### config.mk
export PLATFORM = sky130hd
export DESIGN_NAME = bitmap_contiguous_block_allocator
export DESIGN_NICKNAME = d
export VERILOG_FILES = /design/src/hdl/bcba_pkg.sv /design/src/hdl/bcba_scan_unit.sv /design/src/hdl/bitmap_contiguous_block_allocator.sv
export SDC_FILE = /design/constraint.sdc
export NUM_CORES = 2
export LEC_CHECK = 0
export BUFFER_PORTS_ARGS = -buffer_cell sky130_fd_sc_hd__buf_2
export CAP_MARGIN = 20
export CELL_PAD_IN_SITES_DETAIL_PLACEMENT = 1
export CELL_PAD_IN_SITES_GLOBAL_PLACEMENT = 2
export CORE_MARGIN = 2
export CORE_UTILIZATION = 45
export DETAILED_ROUTE_END_ITERATION = 8
export PLACE_DENSITY = 0.82
export SYNTH_ARGS = -nofsm -noshare
export SYNTH_HDL_FRONTEND = slang
export SYNTH_SLANG_ARGS = --single-unit
### constraint.sdc
create_clock -name clk -period 43.9 [get_ports clk]
set_input_delay 2.195 -clock clk [delete_from_list [all_inputs] [get_ports clk]]
set_output_delay 2.195 -clock clk [all_outputs]
set_load 0.03 [all_outputs]
### src/hdl/bcba_pkg.sv
// ----------------------------------------------------------------------------
// bcba_pkg
// Shared types and codes for the contiguous block allocator.
// ----------------------------------------------------------------------------
package bcba_pkg;

  localparam int FW = 11;

  localparam logic [1:0] OP_ALLOC = 2'd0;
  localparam logic [1:0] OP_FREE  = 2'd1;
  localparam logic [1:0] OP_MARK  = 2'd2;

  // running state of the free-run search
  typedef struct packed {
    logic [FW-1:0] run;
    logic [FW-1:0] best_len;
    logic [FW-1:0] best_first;
  } scan_st_t;

  typedef struct packed {
    logic          found;
    logic [FW-1:0] first;
  } scan_hit_t;

endpackage

### src/hdl/bcba_scan_unit.sv
// ----------------------------------------------------------------------------
// bcba_scan_unit
// Walks one byte of the used map, extending the current free run and
// tracking the longest run seen; flags the first run that reaches the length.
// ----------------------------------------------------------------------------
module bcba_scan_unit (
  input  logic [7:0]                 row_bits,
  input  logic [bcba_pkg::FW-1:0]    base,
  input  logic [bcba_pkg::FW-1:0]    req_len,
  input  bcba_pkg::scan_st_t         st_in,
  output bcba_pkg::scan_st_t         st_out,
  output bcba_pkg::scan_hit_t        hit
);
  import bcba_pkg::*;

  always_comb begin
    logic [FW-1:0] run;
    logic [FW-1:0] bl;
    logic [FW-1:0] bf;
    logic          found;
    logic [FW-1:0] ff;
    logic [FW-1:0] idx;
    run   = st_in.run;
    bl    = st_in.best_len;
    bf    = st_in.best_first;
    found = 1'b0;
    ff    = '0;
    for (int k = 0; k < 8; k++) begin
      idx = base + FW'(k);
      if (!found) begin
        if (!row_bits[k]) begin
          run = run + 1'b1;
          if (run == req_len) begin
            found = 1'b1;
            ff    = idx + 1'b1 - req_len;
          end
        end else begin
          if (run > bl) begin
            bl = run;
            bf = idx - run;
          end
          run = '0;
        end
      end
    end
    st_out.run        = run;
    st_out.best_len   = bl;
    st_out.best_first = bf;
    hit.found         = found;
    hit.first         = ff;
  end

endmodule

### src/hdl/bitmap_contiguous_block_allocator.sv
// ----------------------------------------------------------------------------
// bitmap_contiguous_block_allocator
// One-bit-per-block used map with first-fit contiguous run allocation.
// ----------------------------------------------------------------------------
// Input items arrive on s_tvalid/s_tready/s_tdata: allocate, free or mark a
// run. Every item gives exactly one result on m_tvalid/m_tready/m_tdata:
// the 1-based start and length allocated, or zeros for free, mark, unused
// codes, zero-length allocates and allocates that find no free block; an
// allocate with no run of the full length takes the longest free run found.
// cfg_valid/cfg_ready/cfg_data write blocks_in_use; it is always ready. The
// user must see it is only written while idle; the block does not check.
// The map is a byte-wide memory, (NUM_BLOCKS+7)/8 rows. After reset a
// clearing pass writes every row to zero, with s_tready low. One item at a
// time: an allocate reads one row a cycle through the byte scan unit over
// min(blocks_in_use, NUM_BLOCKS)/8 rows, then sets up the mark, reads and
// writes each row touched and loads the result. A zero-length allocate or
// one that finds no free block skips the marking; free and mark use the same
// marking steps. A finished result sits in the output register while the
// next item is taken; if the receiver stalls, the following result waits
// until the register empties, and s_tready stays low meanwhile.
// ----------------------------------------------------------------------------
module bitmap_contiguous_block_allocator #(
  parameter int NUM_BLOCKS = 1024
) (
  input  logic        clk,
  input  logic        rst,
  // operation [1:0], first_block [12:2], length [23:13]
  input  logic        s_tvalid,
  output logic        s_tready,
  input  logic [23:0] s_tdata,
  // run_start [10:0], run_length [21:11], zero fill [23:22]
  output logic        m_tvalid,
  input  logic        m_tready,
  output logic [23:0] m_tdata,
  input  logic        cfg_valid,
  output logic        cfg_ready,
  input  logic [10:0] cfg_data
);
  import bcba_pkg::*;

  localparam int ROWS = (NUM_BLOCKS + 7) / 8;
  localparam int RAW  = (ROWS > 1) ? $clog2(ROWS) : 1;
  localparam int EW   = $clog2(NUM_BLOCKS + 1);
  localparam int PW   = ((EW > 12) ? EW : 12) + 1;
  localparam int RCW  = PW - 3;

  localparam logic [3:0] ST_CLEAR = 4'd0;
  localparam logic [3:0] ST_IDLE  = 4'd1;
  localparam logic [3:0] ST_SCAN  = 4'd2;
  localparam logic [3:0] ST_FIN   = 4'd3;
  localparam logic [3:0] ST_WSET  = 4'd4;
  localparam logic [3:0] ST_WCHK  = 4'd5;
  localparam logic [3:0] ST_WRD   = 4'd6;
  localparam logic [3:0] ST_WWR   = 4'd7;
  localparam logic [3:0] ST_DONE  = 4'd8;

  logic [3:0]     state;
  logic [RCW-1:0] row_cnt;
  logic [RCW-1:0] p_row;
  logic           p_valid;
  logic [FW-1:0]  blocks_in_use;
  logic [FW-1:0]  scan_n;
  logic [FW-1:0]  req_len;
  scan_st_t       st;
  logic [FW-1:0]  wfirst;
  logic [FW-1:0]  wcount;
  logic           wval;
  logic [PW-1:0]  wend;
  logic [PW-1:0]  wlast;
  logic [FW-1:0]  res_start;
  logic [FW-1:0]  res_len;

  logic [7:0]     mem [ROWS];
  logic [7:0]     rd_data;
  logic           wr_en;
  logic [7:0]     wr_data;
  logic [RAW-1:0] addr;

  logic [1:0]     in_op;
  logic [FW-1:0]  in_start;
  logic [FW-1:0]  in_len;
  logic [FW-1:0]  n_sat;
  logic [7:0]     nrows;
  logic [PW-1:0]  wfirst_ext;
  logic [PW-1:0]  wsum;
  logic [RCW-1:0] first_row;
  logic [RCW-1:0] last_row;
  logic [7:0]     wmask;
  scan_st_t       st_step;
  scan_hit_t      hit;
  scan_st_t       fin_st;
  logic [3:0]     idle_next;
  logic           out_load;

  assign in_op    = s_tdata[1:0];
  assign in_start = s_tdata[12:2];
  assign in_len   = s_tdata[23:13];

  assign s_tready  = (state == ST_IDLE);
  assign cfg_ready = 1'b1;

  // saturate to the map size, then round down to whole rows
  assign n_sat = (PW'(blocks_in_use) > PW'(NUM_BLOCKS)) ? FW'(NUM_BLOCKS) : blocks_in_use;
  assign nrows = scan_n[FW-1:3];

  assign wfirst_ext = PW'(wfirst);
  assign wsum       = wfirst_ext + PW'(wcount);
  assign first_row  = wfirst_ext[PW-1:3];
  assign last_row   = wlast[PW-1:3];

  assign out_load = (state == ST_DONE) && (!m_tvalid || m_tready);

  always_comb begin
    case (in_op) inside
      OP_ALLOC:         idle_next = (in_len != '0) ? ST_SCAN : ST_DONE;
      OP_FREE, OP_MARK: idle_next = (in_start != '0) ? ST_WSET : ST_DONE;
      default:          idle_next = ST_DONE;
    endcase
  end

  always_comb begin
    wmask = 8'hFF;
    if (row_cnt == first_row) wmask = wmask & (8'hFF << wfirst[2:0]);
    if (row_cnt == last_row)  wmask = wmask & (8'hFF >> (3'd7 - wlast[2:0]));
  end

  assign addr    = row_cnt[RAW-1:0];
  assign wr_en   = (state == ST_CLEAR) || (state == ST_WWR);
  assign wr_data = (state == ST_CLEAR) ? 8'h00 :
                   wval ? (rd_data | wmask) : (rd_data & ~wmask);

  always_ff @(posedge clk) begin
    rd_data <= mem[addr];
    if (wr_en) mem[addr] <= wr_data;
  end

  bcba_scan_unit u_scan (
    .row_bits (rd_data),
    .base     ({p_row[FW-4:0], 3'b000}),
    .req_len  (req_len),
    .st_in    (st),
    .st_out   (st_step),
    .hit      (hit)
  );

  // fold in a run that reaches the end of the scanned area
  always_comb begin
    fin_st = st;
    if (st.run > st.best_len) begin
      fin_st.best_len   = st.run;
      fin_st.best_first = scan_n - st.run;
    end
  end

  always_ff @(posedge clk) begin
    if (rst) begin
      state         <= ST_CLEAR;
      row_cnt       <= '0;
      p_valid       <= 1'b0;
      m_tvalid      <= 1'b0;
      blocks_in_use <= FW'(1024);
    end else begin
      if (cfg_valid) blocks_in_use <= cfg_data;
      if (out_load) begin
        m_tvalid <= 1'b1;
      end else if (m_tready) begin
        m_tvalid <= 1'b0;
      end
      p_valid <= (state == ST_SCAN) && (row_cnt < RCW'(nrows));

      unique case (state)
        ST_CLEAR: begin
          if (row_cnt == RCW'(ROWS - 1)) begin
            state <= ST_IDLE;
          end else begin
            row_cnt <= row_cnt + 1'b1;
          end
        end
        ST_IDLE: begin
          if (s_tvalid) begin
            res_start <= '0;
            res_len   <= '0;
            req_len   <= in_len;
            scan_n    <= {n_sat[FW-1:3], 3'b000};
            st        <= '0;
            row_cnt   <= '0;
            wfirst    <= in_start - 1'b1;
            wcount    <= in_len;
            wval      <= (in_op == OP_MARK);
            state     <= idle_next;
          end
        end
        ST_SCAN: begin
          if (row_cnt < RCW'(nrows)) begin
            p_row   <= row_cnt;
            row_cnt <= row_cnt + 1'b1;
          end
          if (nrows == '0) begin
            state <= ST_FIN;
          end else if (p_valid) begin
            st <= st_step;
            if (hit.found) begin
              wfirst    <= hit.first;
              wcount    <= req_len;
              wval      <= 1'b1;
              res_start <= hit.first + 1'b1;
              res_len   <= req_len;
              state     <= ST_WSET;
            end else if (p_row + 1'b1 == RCW'(nrows)) begin
              state <= ST_FIN;
            end
          end
        end
        ST_FIN: begin
          if (fin_st.best_len != '0) begin
            wfirst    <= fin_st.best_first;
            wcount    <= fin_st.best_len;
            wval      <= 1'b1;
            res_start <= fin_st.best_first + 1'b1;
            res_len   <= fin_st.best_len;
            state     <= ST_WSET;
          end else begin
            state <= ST_DONE;
          end
        end
        ST_WSET: begin
          wend  <= (wsum > PW'(NUM_BLOCKS)) ? PW'(NUM_BLOCKS) : wsum;
          state <= ST_WCHK;
        end
        ST_WCHK: begin
          if (wfirst_ext >= wend) begin
            state <= ST_DONE;
          end else begin
            wlast   <= wend - 1'b1;
            row_cnt <= first_row;
            state   <= ST_WRD;
          end
        end
        ST_WRD: begin
          state <= ST_WWR;
        end
        ST_WWR: begin
          if (row_cnt == last_row) begin
            state <= ST_DONE;
          end else begin
            row_cnt <= row_cnt + 1'b1;
            state   <= ST_WRD;
          end
        end
        ST_DONE: begin
          if (out_load) begin
            m_tdata <= {2'b00, res_len, res_start};
            state   <= ST_IDLE;
          end
        end
        default: state <= ST_IDLE;
      endcase
    end
  end

endmodule

==> impl_metrics.py <==
metrics = {
    "outcome": {
        "status": "finished clean",
    },
    "synth": {
        "synth_top_family_by_area": "compound AO/OA/AOI/OAI gates",
        "synth_area_um2": 62900,
        "yosys.area_share.simple_pct": 10.68,
        "ys_types": 131,
        "synth_compound_area_share_pct": 18.07,
        "synthXorXnorAreaFrac_pct": 3.777,
        "synth_edf_count": 1178,
        "yosys.area_share.adder_pct": 4.794,
        "synthFlopType": "edfxtp_1",
        "yosysWarnings": 0,
        "seq_area_frac_synth_pct": 57.25,
        "syn_inst": 5256,
        "synthArstFlopShare_pct": 0,
        "synthMuxAreaShare_pct": 1.999,
        "synth.avg_cell_area_um2": 11.97,
        "synth-seq-cells": 1210,
    },
    "timing": {
        "fin_ws_ns": 19.46,
        "hold_violations": 0,
        "max-slew-margin-rel_pct": 23.64,
        "rsz0062_at_grt": "no",
        "period_minus_slack_ns": 24.44,
        "fin_worst_skew_ns": 0.04944,
        "tns_ns": 0,
        "setup_violations": 0,
        "worst_hold_slack_ns": 0.4192,
        "slew_violations": 0,
        "period_share_pct": 55.68,
        "max_freq_ghz": 0.04091,
        "worst_pin_slew_ns": 1.140,
    },
    "run": {
        "drv_cap": 0,
    },
    "floorplanning": {
        "die_area_um2": 142800,
        "die_h_um": 377.9,
        "pin_count": 67,
        "rows": 137,
        "core_um2": 139200,
        "die_x_um": 377.9,
        "start_util_pct": 45.19,
    },
    "cts": {
        "insertion_delay_ns": 0.75,
        "numCtsBuffers": 120,
        "cts_sinks": 1210,
        "clkTransAtPathRegs_ns": 0.06,
        "max-clock-path-buffers": 3,
        "cts_setup_buffers": 0,
        "cts_resized": 0,
        "root_buffer": "clkbuf_16",
        "tritoncts": "built",
        "htreeDepth": 3,
        "cts_hold_buf": 0,
    },
    "final_layout": {
        "final_core_util_pct": 49.93,
        "ff_latch_area_um2": 36020,
        "area_delta_synth_final_pct": 10.48,
        "diodes": 0,
        "drive_above_1_share_pct": 10.63,
        "nFillCells": 14330,
        "nNetsFinal": 5506,
        "multiInputGateArea_um2": 24960,
    },
    "detailed_routing": {
        "drt-initial-drc-count": 5325,
        "first_pass_iters": 6,
        "drc": 0,
        "routed_via_density": 6.615,
        "vias": 47710,
        "ant_nets": 0,
        "routed_wl_um": 229700,
        "wl_per_cell_um": 31.85,
    },
    "power": {
        "p_comb_share_pct": 17.9,
        "p_leak_nw": 22.91,
        "p_clk_share_pct": 37.6,
        "power.density_nw_per_um2": 40.78,
        "switching_power_w": 0.0007954,
        "sw_frac_of_total_pct": 28.06,
        "seqPwrFrac_pct": 44.4,
        "vdd.ir_drop.worst_mv": 0.03544,
        "power_w": 0.002834,
        "intPower_w": 0.002039,
    },
    "global_route": {
        "grt.total_usage_pct": 31.63,
        "grt_pass1_vias": 47390,
        "grt_max_degree": 106,
        "overflow": 0,
        "antenna_found_initial": 3,
        "grt_pass1_wl_um": 331400,
    },
    "worst_setup_path": {
        "reg2reg_depth": 145,
        "max_stage_delay_ns": 0.65,
        "path_class": "reg2reg",
        "crit_slowest_cell": "nor2_2",
        "critPathLaunchType": "register",
        "worstPathArrival_ns": 24.97,
        "cp_common_cell": "a21oi_1",
        "path_max_fanout": 40,
        "required_ns": 44.43,
        "crit_path_end_kind": "register",
    },
    "hold_path": {
        "hold_path.class": "reg2reg",
        "hold_depth": 0,
    },
    "placement": {
        "io_buffers": 60,
        "hpwl_um": 154000,
        "dp_slack_ns": 19.92,
        "globalplace.congestion": 0.9429,
    },
}
power by group through the flow:
stage | Sequential, W | Clock, W | Combinational (W)
global route | 0.00126 | 0.00111 | 0.000545
CTS | 0.00126 | 0.00107 | 0.000497
floorplan | 0.00128 | 0 | 0.000328
global placement | 0.00128 | 0 | 0.000485
finish | 0.00126 | 0.00107 | 0.000509
detailed placement | 0.00128 | 0 | 0.000493
per-layer routing:
| metal | part of all wire (%) | global-route usage, % | wire length [µm] | vias to the layer above |
|---|---|---|---|---|
| met1 | 43 | 45.66 | 98290 | 24430 |
| li1 | - | - | - | 20530 |
| met5 | 0.0065 | 0 | 15 | - |
| met3 | 9.3 | 5.527 | 21290 | 385 |
| met2 | 45 | 48.65 | 102700 | 2368 |
| met4 | 3.2 | 9.569 | 7457 | 2 |
cells in the mapped netlist (all sizes together) (68+ instances only):
master / instances / area share, %
nand2: 191 / 1.2
a22o: 82 / 1.1
mux2i: 70 / 1.2
a211oi: 87 / 1.1
nor3: 106 / 0.86
xnor2: 181 / 2.5
nand3: 109 / 0.89
edfxtp: 1178 / 56
nor2: 417 / 2.5
a221oi: 95 / 1.4
a31oi: 81 / 0.82
a22oi: 364 / 4.4
buf: 103 / 0.83
xor2: 68 / 0.95
inv: 187 / 1.1
o21ai: 196 / 1.6
a21oi: 283 / 2.3
ha: 225 / 4.5
nand4: 115 / 1.2
clkbuf: 233 / 1.4
registers in the layout (all words and copies together), names as in the netlist:
name	cells
blocks_in_use	8
fin_st	11
m_tdata	22
m_tvalid	1
mem	1024
p_row	10
p_valid	1
rd_data	8
req_len	11
res_len	11
res_start	11
row_cnt	10
scan_n	8
st	22
state	4
wcount	11
wend	12
wfirst	11
wlast	13
wval	1
metrics by stage:
stage	instance area (µm²)	cells
after floorplan	62910	5258
after global placement	65390	6982
after detailed placement	65390	6982
after CTS	69470	7209
after global routing	69500	7212
final	69500	7212
area by class of cell:
class | count | share of cell area, %
Sequential cell | 1210 | 51.83
Clock inverter | 84 | 1.321
Timing Repair Buffer | 187 | 1.926
Clock buffer | 143 | 4.549
Inverter | 197 | 1.077
Tap cell | 1876 | 3.377
Multi-Input combinational cell | 3515 | 35.92
path summary, 6_finish.rpt:
kind	start	end	slack, ns
worst max-delay path	fin_st[23]	st[4]	19.46
worst min-delay path	res_len[8]	m_tdata[19]	0.42
worst max register to register	fin_st[23]	st[4]	19.46
worst min register to register	res_len[8]	m_tdata[19]	0.42
placed cells by master, fill, tap and decap left out, types with 19 or more instances in the layout:
| cell | n |
|---|---|
| edfxtp_1 | 1178 |
| nor2_1 | 401 |
| a22oi_1 | 362 |
| a21oi_1 | 281 |
| ha_1 | 225 |
| nand2_1 | 189 |
| o21ai_0 | 187 |
| xnor2_1 | 179 |
| inv_1 | 166 |
| clkbuf_16 | 122 |
| buf_4 | 119 |
| nand4_1 | 114 |
| nand3_1 | 106 |
| nor3_1 | 99 |
| a221oi_1 | 92 |
| a22o_1 | 82 |
| a31oi_1 | 80 |
| a211oi_1 | 78 |
| xor2_1 | 68 |
| nor2b_1 | 67 |
| mux2i_1 | 65 |
| a21o_1 | 65 |
| buf_2 | 60 |
| nand2b_1 | 56 |
| nor4_1 | 48 |
| mux2_2 | 38 |
| and3_1 | 37 |
| or3_1 | 37 |
| o211ai_1 | 37 |
| o21a_1 | 36 |
| clkinv_2 | 35 |
| a41oi_1 | 29 |
| dfxtp_1 | 29 |
| clkinv_1 | 27 |
| o22ai_1 | 26 |
| and2_1 | 24 |
| inv_2 | 19 |
worst max-delay path, delay by kind of cell (launching register included):
family	cells	cell delay, ns
and+or+nand+nor	61	8.17
adders and majority gates	8	2.55
muxes	2	0.75
DFF	1	0.61
AOI/OAI and AO/OA	67	9.71
buffers and inverters	7	2.40
logic make-up (layout without fill, tap and decap cells):
kind of cell,after synthesis,in the layout
AO/OA/AOI/OAI,1589,1589
XOR/XNOR,257,257
adder cells (fa/ha/maj),235,235
buffers and inverters,533,611
flip-flops,1210,1210
multiplexers,112,112
other,2,4
AND/OR/NAND/NOR,1318,1318
(Power assumes the default switching activity.)
